$ cat config.mk
export PLATFORM = sky130hd
export DESIGN_NAME = bmpl_sqrt
export DESIGN_NICKNAME = d
export VERILOG_FILES = /design/src/rtl/core/bmpl_sqrt.sv
export SDC_FILE = /design/constraint.sdc
export NUM_CORES = 2
export LEC_CHECK = 0
export BUFFER_PORTS_ARGS = -buffer_cell sky130_fd_sc_hd__buf_2
export CORE_MARGIN = 5
export CORE_UTILIZATION = 55
export CTS_BUF_LIST = sky130_fd_sc_hd__clkbuf_8 sky130_fd_sc_hd__clkbuf_16
export DETAILED_ROUTE_END_ITERATION = 10
export GPL_ROUTABILITY_DRIVEN = 0
export HOLD_SLACK_MARGIN = 0.08
export PLACE_DENSITY = 0.82
export SETUP_SLACK_MARGIN = 0.5
export SYNTH_ARGS = -nofsm -noshare
export SYNTH_HDL_FRONTEND = slang
export SYNTH_MEMORY_MAX_BITS = 65536
export SYNTH_SLANG_ARGS = --single-unit
$ cat constraint.sdc
create_clock -name clock -period 8.7 [get_ports clock]
set_input_delay 0.87 -clock clock [delete_from_list [all_inputs] [get_ports clock]]
set_output_delay 0.87 -clock clock [all_outputs]
set_load 0.05 [all_outputs]
$ cat src/rtl/core/bmpl_sqrt.sv
// Pipelined integer square root, one root bit per stage.
`timescale 1ns / 1ps

module bmpl_sqrt #(
   parameter int NW = 64,
   parameter int SW = 1
) (
   input  logic            clock,
   input  logic            reset,
   input  logic            in_valid,
   input  logic [NW-1:0]   in_radicand,
   input  logic [SW-1:0]   in_side,
   output logic            out_valid,
   output logic [NW/2-1:0] out_root,
   output logic [SW-1:0]   out_side
);

   localparam int RN = NW / 2;

   logic          vld_ff  [RN];
   logic [NW-1:0] rem_ff  [RN];
   logic [NW-1:0] res_ff  [RN];
   logic [SW-1:0] side_ff [RN];

   for (genvar k = 0; k < RN; k++) begin : g_stage
      logic          vld_cur;
      logic [NW-1:0] rem_cur;
      logic [NW-1:0] res_cur;
      logic [SW-1:0] side_cur;
      logic [NW-1:0] probe;
      logic [NW-1:0] trial;

      // Take the beat from the ports or from the previous stage
      if (k == 0) begin : g_head
         assign vld_cur  = in_valid;
         assign rem_cur  = in_radicand;
         assign res_cur  = '0;
         assign side_cur = in_side;
      end else begin : g_link
         assign vld_cur  = vld_ff[k-1];
         assign rem_cur  = rem_ff[k-1];
         assign res_cur  = res_ff[k-1];
         assign side_cur = side_ff[k-1];
      end

      assign probe = NW'(1) << (NW - 2 - 2 * k);
      assign trial = res_cur + probe;

      // Advance the valid bit
      always_ff @(posedge clock) begin
         if (reset) begin
            vld_ff[k] <= 1'b0;
         end else begin
            vld_ff[k] <= vld_cur;
         end
      end

      // Try the next root bit
      always_ff @(posedge clock) begin
         if (rem_cur >= trial) begin
            rem_ff[k] <= rem_cur - trial;
            res_ff[k] <= (res_cur >> 1) + probe;
         end else begin
            rem_ff[k] <= rem_cur;
            res_ff[k] <= res_cur >> 1;
         end
         side_ff[k] <= side_cur;
      end
   end

   assign out_valid = vld_ff[RN-1];
   assign out_root  = res_ff[RN-1][RN-1:0];
   assign out_side  = side_ff[RN-1];

endmodule
==> metrics.md <==
| Metric | Value |
|---|---|
| Final Hold Fails | 0 |
| Area contributors post-synth | dfxtp_1, ha_1, xnor2_1 |
| Total power | 35.9 mW |
| Die ar. | 0.182 mm² |
| Global-route wire length before repair | 375 mm |
| WP depth | 12 |
| Nets | 10300 |
| Clock skew | 0.116 ns |
| Setup_tns | 0 ns |
| Worst-skew pair later-pin latency | 0.93 ns |
| Die height | 427 µm |
| Worst r2r path cells | 12 |
| Critical path arrival | 5.91 ns |
| Tcrit/Tclk final | 59.5% |
| DRC viols | 0 |
| Initial core utilization | 55.5% |
| Vias in the first global route | 72000 |
| Area share of the largest cell type after synthesis | 54.0% |
| Post-synth top area cell | dfxtp_1 |
| Max Freq | 193 MHz |
| Register area share after synthesis | 54.0% |
| WL final | 236 mm |
| Maximum VDD drop | 0.268 mV |
| Worst path bufs/invs | 2 |
| CP endpoint kind | register |
| CP top delay family | simple AND/OR/NAND/NOR gates |
| Total grt overflow | 0 |
| Starting DRT DRC Count | 5795 |
| CTS tree | yes |
| Post-synth top flop | dfxtp_1 |
| Clock transition at path regs | 0.07 ns |
| Hold Crit Class | in -> reg |
| Worst path max stage delay | 0.94 ns |
| Boundary Pins | 102 |
| Syn_nets | 10100 |
| Fin util | 62.4% |
| Layout Area Growth over Synthesis | 12.5% |
| Max Buffers Root-to-Sink | 3 |
| Mapped Cells | 9449 |
| Minimum clock period | 5.17 ns |
| Ys Warns | 0 |
| Largest net degree at the start of global routing | 65 |
| CORE AREA | 0.172 mm² |
| Final Slew Violations | 0 |
| PortBufs | 101 |
| CP Max Fanout | 31 |
| Post-synth ARST share | 0% |
| Actual slew at the worst max-slew pin | 1.35 ns |
| Post-synth EDFFs | 0 |
| Synth Cell Area | 0.0954 mm² |
| Critical Setup Path Class | reg -> reg |
| Pwr Density | 334 mW/mm² |
| Routed len/inst | 19.3 µm |
| Row count | 152 |
| Crit path required time | 9.44 ns |
| Final setup violation count | 0 |
| Worst Hold Path Cells | 1 |
| CTS buffer count | 231 |
| GR Util All Layers | 25.4% |
| Unrepaired setup endpoints after global routing | false |
| Post-detail-place hpwl | 165 mm |
| Share of layout cells above drive strength 1 | 6.87% |
| Root Buffer | clkbuf_16 |
| Via count | 70500 |
| Normalized max-slew margin | 9.09% |
| CP Launch Type | register |
| Distinct cells, synth | 82 |
| Detail Route Antenna Nets | 0 |
| Synthesized area per cell | 10.1 µm² |
| Die width | 427 µm |
| Status | completed |
| Drt pass-1 iters | 8 |
| Slowest-stage cell, CP | or3_1 |
| Clk sink count | 2576 |
| Pleak | 50.0 nW |
| Initial antenna violation count | 2 |
| Max Cap Viol | 0 |
| # H-tree levels | 4 |
| Synthesized flop and latch total | 2576 |
| CP Cell Sequence | inv_1 > ha_1 > or4b_2 > nor3_1 > nand4_1 > a2111oi_0 > or3_1 > buf_4 > nand3_1 > or4_1 > nor4b_1 > xor2_1 |
| Vias per std cell | 5.78 |
| Post-CTS setup buffers | 0 |
## metrics by stage
step,hold slack [ns],area [µm²],std cells,worst slack [ns]
final,0.112,107000,12200,3.53
after global routing,0.102,107000,12200,3.11
after CTS,0.112,107000,12200,3.57
after detailed placement,0.312,98400,11700,3.80
after global placement,0.310,98400,11700,3.92
after floorplan,0.310,95400,9449,4.93
## cells in the final DEF (no fill, tap or decap), types with 25 or more instances in the layout
cell,Yosys,routed
nor4_1,325,325
or4_1,69,69
bufinv_16,0,30
and2_1,25,25
clkinv_2,0,37
ha_1,558,558
buf_4,0,26
xor2_1,432,432
clkbuf_16,0,231
nor4b_1,57,57
nand4_1,140,140
and3_1,46,46
a21o_1,277,277
dlygate4sd3_1,0,62
a21oi_1,614,613
or3_1,116,115
dfxtp_1,2576,2576
nand3_1,121,121
buf_2,10,101
inv_1,709,754
o21a_1,93,93
o31ai_1,41,40
o21ai_0,394,394
nand2_1,538,538
o21bai_1,60,60
a31oi_1,50,49
mux2_2,95,95
clkbuf_8,0,52
nor2_1,622,620
nor3_1,267,267
nor2b_1,118,118
xnor2_1,442,442
or2_2,36,36
nand3b_1,28,28
nand2b_1,105,105
a211oi_1,29,29
## repair_timing
action	4_1_cts	5_1_grt
hold buffers	62	0
hold endpoints to repair	62	0
resized for setup	0	0
## layout make-up
cell class                 instances  area [µm²]
multi-input combinational       5980       40600
tap                             2310        2890
antenna                            4        10.0
fill                           12400       64800
clock inverter                   144        1820
clock buffer                     283        6500
timing repair buffer             189        1320
sequential                      2576       51600
inverter                         710        2670
## registers in the layout, summed over array words and instances (netlist names)
name,flops
side_ff,32
rem_ff,1984
res_ff,528
vld_ff,32
## worst paths after layout
check,slack [ns],to,from
setup / recovery,3.53,rem_ff[11][59]$_DFF_P_,res_ff[1][343]$_DFF_P_
setup reg to reg,3.53,rem_ff[11][59]$_DFF_P_,res_ff[1][343]$_DFF_P_
hold / removal,0.11,side_ff[0][0]$_DFF_P_,in_side
hold reg to reg,0.28,res_ff[1][407]$_DFF_P_,res_ff[1][344]$_DFF_P_
## worst reg2reg max path, stage by stage, from the launching register on
cell,delay (ns)
dfxtp_1,0.33
inv_1,0.05
ha_1,0.36
or4b_2,0.61
nor3_1,0.21
nand4_1,0.29
a2111oi_0,0.51
or3_1,0.94
buf_4,0.36
nand3_1,0.22
or4_1,0.57
nor4b_1,0.35
xor2_1,0.18
## Yosys cell counts, types with 13 or more instances
library cell and count:
inv_1 709, xnor2_1 442, and3_1 46, o21bai_1 60, a211oi_1 29, and2_1 25
nand2_1 538, a21o_1 277, o21a_1 93, o31ai_1 41, clkbuf_1 159, xor2_1 432
a211o_1 15, nand3b_1 28, dfxtp_1 2576, nand3_1 121, nor4b_1 57, nor3b_1 18
nor2_1 622, nor4_1 325, buf_1 13, nor3_1 267, mux2_2 95, a31oi_1 50
and4_1 13, o211ai_1 21, nand2b_1 105, or4_1 69, o21ai_0 394, nand4b_1 14
a21oi_1 614, nand4_1 140, a21boi_0 21, or2_2 36, or3_1 116, nor2b_1 118
ha_1 558
## per-layer routing
metal / global-route usage [%] / part of all wire, %
met2: 47.5 / 51
met3: 4.21 / 5.9
met5: 0 / 0
met4: 16.7 / 7.4
met1: 25.9 / 35
## logic make-up (layout without fill, tap and decap cells)
kind of cell	after synthesis	in the layout	synth area share, %
compound gates	1751	1751	11.3
buf+inv	893	1326	3.53
simple gates	2694	2694	14.6
xor+xnor	874	874	8.02
other cells	0	4	0
mux	103	103	1.20
fa+ha+maj	558	558	7.32
flops	2576	2576	54.0
## power by group
group	switching [mW]	internal, mW
Combinational	4.68	3.75
Clock	4.61	6.22
Sequential	2.22	14.4
Total	11.5	24.4
(Power assumes the default switching activity.)
