## src/rtl/core/bmpl_div.sv

```systemverilog
// Pipelined unsigned restoring divider, one quotient bit per stage.
`timescale 1ns / 1ps

module bmpl_div #(
   parameter int DW = 42,
   parameter int VW = 18,
   parameter int QW = 24,
   parameter int SW = 1
) (
   input  logic          clock,
   input  logic          reset,
   input  logic          in_valid,
   input  logic [DW-1:0] in_dividend,
   input  logic [VW-1:0] in_divisor,
   input  logic [SW-1:0] in_side,
   output logic          out_valid,
   output logic [QW-1:0] out_quotient,
   output logic [SW-1:0] out_side
);

   localparam int RW = (DW > VW + QW) ? DW : VW + QW;

   logic          vld_ff  [QW];
   logic [RW-1:0] rem_ff  [QW];
   logic [QW-1:0] quo_ff  [QW];
   logic [VW-1:0] dvs_ff  [QW];
   logic [SW-1:0] side_ff [QW];

   for (genvar k = 0; k < QW; k++) begin : g_stage
      logic          vld_cur;
      logic [RW-1:0] rem_cur;
      logic [RW-1:0] trial;
      logic [QW-1:0] quo_cur;
      logic [VW-1:0] dvs_cur;
      logic [SW-1:0] side_cur;

      // Take the beat from the ports or from the previous stage
      if (k == 0) begin : g_head
         assign vld_cur  = in_valid;
         assign rem_cur  = RW'(in_dividend);
         assign quo_cur  = '0;
         assign dvs_cur  = in_divisor;
         assign side_cur = in_side;
      end else begin : g_link
         assign vld_cur  = vld_ff[k-1];
         assign rem_cur  = rem_ff[k-1];
         assign quo_cur  = quo_ff[k-1];
         assign dvs_cur  = dvs_ff[k-1];
         assign side_cur = side_ff[k-1];
      end

      // Divisor aligned to this stage's quotient bit
      assign trial = RW'(dvs_cur) << (QW - 1 - k);

      // Advance the valid bit
      always_ff @(posedge clock) begin
         if (reset) begin
            vld_ff[k] <= 1'b0;
         end else begin
            vld_ff[k] <= vld_cur;
         end
      end

      // Subtract where it fits and set the quotient bit
      always_ff @(posedge clock) begin
         if (rem_cur >= trial) begin
            rem_ff[k] <= rem_cur - trial;
            quo_ff[k] <= quo_cur | (QW'(1) << (QW - 1 - k));
         end else begin
            rem_ff[k] <= rem_cur;
            quo_ff[k] <= quo_cur;
         end
         dvs_ff[k]  <= dvs_cur;
         side_ff[k] <= side_cur;
      end
   end

   assign out_valid    = vld_ff[QW-1];
   assign out_quotient = quo_ff[QW-1];
   assign out_side     = side_ff[QW-1];

endmodule

```

## config.mk

```make
export PLATFORM = sky130hd
export DESIGN_NAME = bmpl_div
export DESIGN_NICKNAME = d
export VERILOG_FILES = /design/src/rtl/core/bmpl_div.sv
export SDC_FILE = /design/constraint.sdc
export NUM_CORES = 2
export LEC_CHECK = 0
export ABC_AREA = 1
export BUFFER_PORTS_ARGS = -buffer_cell sky130_fd_sc_hd__buf_4
export CAP_MARGIN = 5
export CORE_MARGIN = 10
export CORE_UTILIZATION = 60
export CTS_BUF_LIST = sky130_fd_sc_hd__clkbuf_8
export DETAILED_ROUTE_END_ITERATION = 7
export PLACE_DENSITY = 0.76
export SYNTH_ARGS = -nofsm -noshare
export SYNTH_HDL_FRONTEND = slang
export SYNTH_SLANG_ARGS = --single-unit
```

## constraint.sdc

```tcl
create_clock -name clock -period 5.39 [get_ports clock]
set_clock_uncertainty 0.1 [all_clocks]
set_input_delay 0.2695 -clock clock [delete_from_list [all_inputs] [get_ports clock]]
set_output_delay 0.2695 -clock clock [all_outputs]
set_load 0.05 [all_outputs]
```

==> summary.txt <==
Outcome
  • Status: finished with violations
  • Violations in the final reports: design-rule violations

Route
  • DRT iter0 DRCs: 6835
  • DRT Wirelength: around 240000 um
  • Drt via density: 5.38
  • Vias: 73766
  • DRT antenna net count: 0
  • DR WL/cell: 17.5 um
  • DR pass1 iterations: 8
  • DR DRC count: 9

Min path
  • Min-Delay Path Class: input pin to flop

Global routing
  • Gr usage total: 30.7%
  • Largest net degree at the start of global routing: ~50
  • Vias in the first global route: 70426
  • Grt ovf: 0
  • Initial antenna violation count: 9
  • First-pass GRT wire length: about 370000 um

Clocking
  • Clock buffer depth: 4
  • Root buf cell: clkbuf_8
  • TritonCTS Buffers: 288
  • # H-tree levels: 5
  • CTS tree: done
  • Num Clock Sinks: 1728
  • Clk_lat worst skew: 1.01 ns
  • Reg clk slew, reported paths: 0.07 ns

Setup path
  • Data required, critical path: 6.13 ns
  • CP endpoint kind: flop
  • Worst EP arrival: 4.35 ns
  • Crit path kind: flop to flop
  • Critical Path Start Type: flop
  • CP Max Fanout: 24

Pwr
  • Internal power: 30.7 mW
  • Leakage power: 44.5 nW
  • Clock share of power: 21.0%
  • VDD IR max: 363 uV
  • Logic pwr share: roughly 44%
  • Switch Pwr: 23.7 mW
  • Sequential power share: a little over a third
  • Sw frac: 43.6%
  • Pwr dens: approximately 600 mW/mm^2

STA
  • Setup_tns: 0 ns
  • Setup Viol. Count Final: 0
  • Period utilization: between 60% and 70%
  • FMAX: 277 MHz
  • Slew @ Worst Pin: 1.14 ns
  • Relative slew slack: roughly a quarter
  • Minimum clock period: 3.61 ns
  • Final Hold Vio Count: 0
  • RSZ-0062 raised after global routing: false
  • Slew Viols, Final: 0

Floorplanning
  • Area of the core: around 0.13 mm^2
  • Die height: 387 um
  • Die X: ~390 um
  • Die Area: roughly 0.15 mm^2
  • Std-Cell Rows: 134
  • Ports: 90
  • Initial Utilization: 60.5%

Logic synthesis
  • Ys Warns: 0
  • Share of the yosys chip area belonging to registers: 42.8%
  • Syn Nets: 11855
  • Cell variety after synth: 53
  • Synth Register Bits: 1728
  • Asr flop ratio synth: 0%
  • Mean Syn Cell Area: 7.13 um^2
  • Cell Area, Synth: 0.0809 mm^2
  • Share of the synthesized area in the top cell type: 42.8%
  • Main flop type after synthesis: dfxtp_1
  • Mapped Cells: 11336
  • EDFF count, synth: 0
  • Largest cells by area after synthesis: dfxtp_1 43%, nand2_1 16%, inv_1 8.0%
  • Yosys top cell by area: dfxtp_1

Layout
  • Layout cells sized above 1: 5.47%
  • Area of the multi-input gates: 0.0391 mm^2
  • Register area: 0.0346 mm^2
  • Finished Cell Area: 0.0902 mm^2
  • Area Growth Syn to Fin: 11.5%
  • Nets: 12281
  • Fill count: roughly 12000

Job
  • Max-cap violations: 0

Placement
  • Port-buffer cells: 89
  • Area after DPL: 0.0832 mm^2
  • Dpl hpwl: 189000 um
  • RD Place Congestion: 1.03
-- state kept, by name (all words and copies together) (netlist names) --
name     flops
dvs_ff     414
quo_ff     300
rem_ff     966
side_ff     24
vld_ff      24
-- logic make-up (layout without fill, tap and decap cells) --
family,Yosys count,count (layout),synth area share (%)
adder cells (fa/ha/maj),455,455,7.25
buffers and inverters,1834,2446,8.90
XOR/XNOR,327,327,3.54
AND/OR/NAND/NOR,5822,5822,29.7
other,0,3,0
AO/OA/AOI/OAI,1170,1170,7.83
flip-flops,1728,1728,42.8
-- worst paths after layout --
path / start / endpoint / slack, ns / cells past startpoint
worst min-delay path: reset / vld_ff[1][4]$_SDFF_PP0_ / 0.1 / 3
worst max-delay path: rem_ff[0][268]$_DFF_P_ / rem_ff[0][313]$_DFF_P_ / 1.78 / 13
worst min register to register: quo_ff[1][135]$_DFF_P_ / quo_ff[1][159]$_DFF_P_ / 0.20 / 0
worst max register to register: rem_ff[0][268]$_DFF_P_ / rem_ff[0][313]$_DFF_P_ / 1.78 / 13
-- cells in the mapped netlist, types with 24 or more instances --
cell,number
buf_2,56
nor2_1,1217
xnor2_1,189
ha_1,432
nand3b_1,56
nand3_1,611
o21ai_1,54
nand2_1,3448
a21oi_1,569
o21ai_0,392
nand4_1,230
xor2_1,138
inv_1,1714
o21bai_1,42
a21oi_2,43
nor3_1,134
buf_6,24
dfxtp_1,1728
-- per-stage QoR --
step / power (mW) / instances / utilization [%] / hold WS, ns / worst slack [ns]
after floorplan: 35.4 / 11336 / - / 0.197 / 3.14
after global placement: 42.1 / 13103 / 62.2 / 0.210 / 1.83
after detailed placement: 42.4 / 13103 / 62.2 / 0.212 / 1.80
after CTS: 53.9 / 13716 / 67.5 / 0.0156 / 1.79
after global routing: 58.2 / 13719 / 67.5 / 0.102 / 1.46
final: 54.4 / 13719 / 67.5 / 0.0990 / 1.78
-- layout make-up --
cell class / count / area share, %
antenna: 3 / 0.00833
clock buffer: 344 / 5.25
clock inverter: 132 / 0.976
inverter: 1735 / 7.23
multi-input combinational: 7774 / 43.4
sequential: 1728 / 38.4
tap: 1768 / 2.45
timing repair buffer: 235 / 2.34
-- cell usage in the layout, fill, tap and decap left out, types with 10 or more instances in the layout --
cell type and instances:
nand2_1 3448, nor3_1 134, xor2_1 138, clkinv_2 31, or2_2 17, bufinv_16 11, nand3b_1 56, a21o_1 19
o21ai_1 54, o21ai_0 392, a21oi_1 569, and2_1 16, inv_1 1791, buf_4 98, inv_2 20, dfxtp_1 1728
ha_1 432, dlygate4sd3_1 137, xnor2_1 189, nor2_1 1216, nand3_1 611, o21bai_1 42, o21ai_2 13, fa_1 23
nor2_2 23, nand2_2 10, a21oi_2 43, nand4_1 230, nor4_1 18, a21boi_0 12, clkbuf_8 344, o21a_1 12
-- critical path, stage by stage, from the launching register on --
cell     delay, ns
dfxtp_1       0.30
inv_1         0.05
ha_1          0.24
fa_1          0.43
o21ai_2       0.29
nand2_1       0.08
nand2_1       0.13
nand2_1       0.07
nand2_1       0.13
nand2_1       0.06
nand3_1       0.63
inv_1         0.69
nand2_1       0.20
nand2_1       0.07
-- power by group through the flow --
stage	sequential, mW	combinational, mW	clock, mW
floorplan	17.8	17.5	0
global placement	19.4	22.7	0
detailed placement	19.4	23.0	0
CTS	19.2	23.2	11.6
global route	19.4	26.6	12.1
finish	19.3	23.7	11.4
-- repair_timing --
item	CTS	global route
endpoints found under the hold margin	85	0
buffers inserted	0	0
gates resized for setup	0	0
hold buffers	137	0
-- routing by layer --
layer | up-vias | GRT usage, % | share of wire, %
met3 | 707 | 4.87 | 7.3
met2 | 3024 | 51.6 | 46
li1 | 36500 | - | -
met5 | - | 0 | 0
met1 | 33535 | 38.4 | 41
met4 | 0 | 14.7 | 5.0
(Power assumes the default switching activity.)
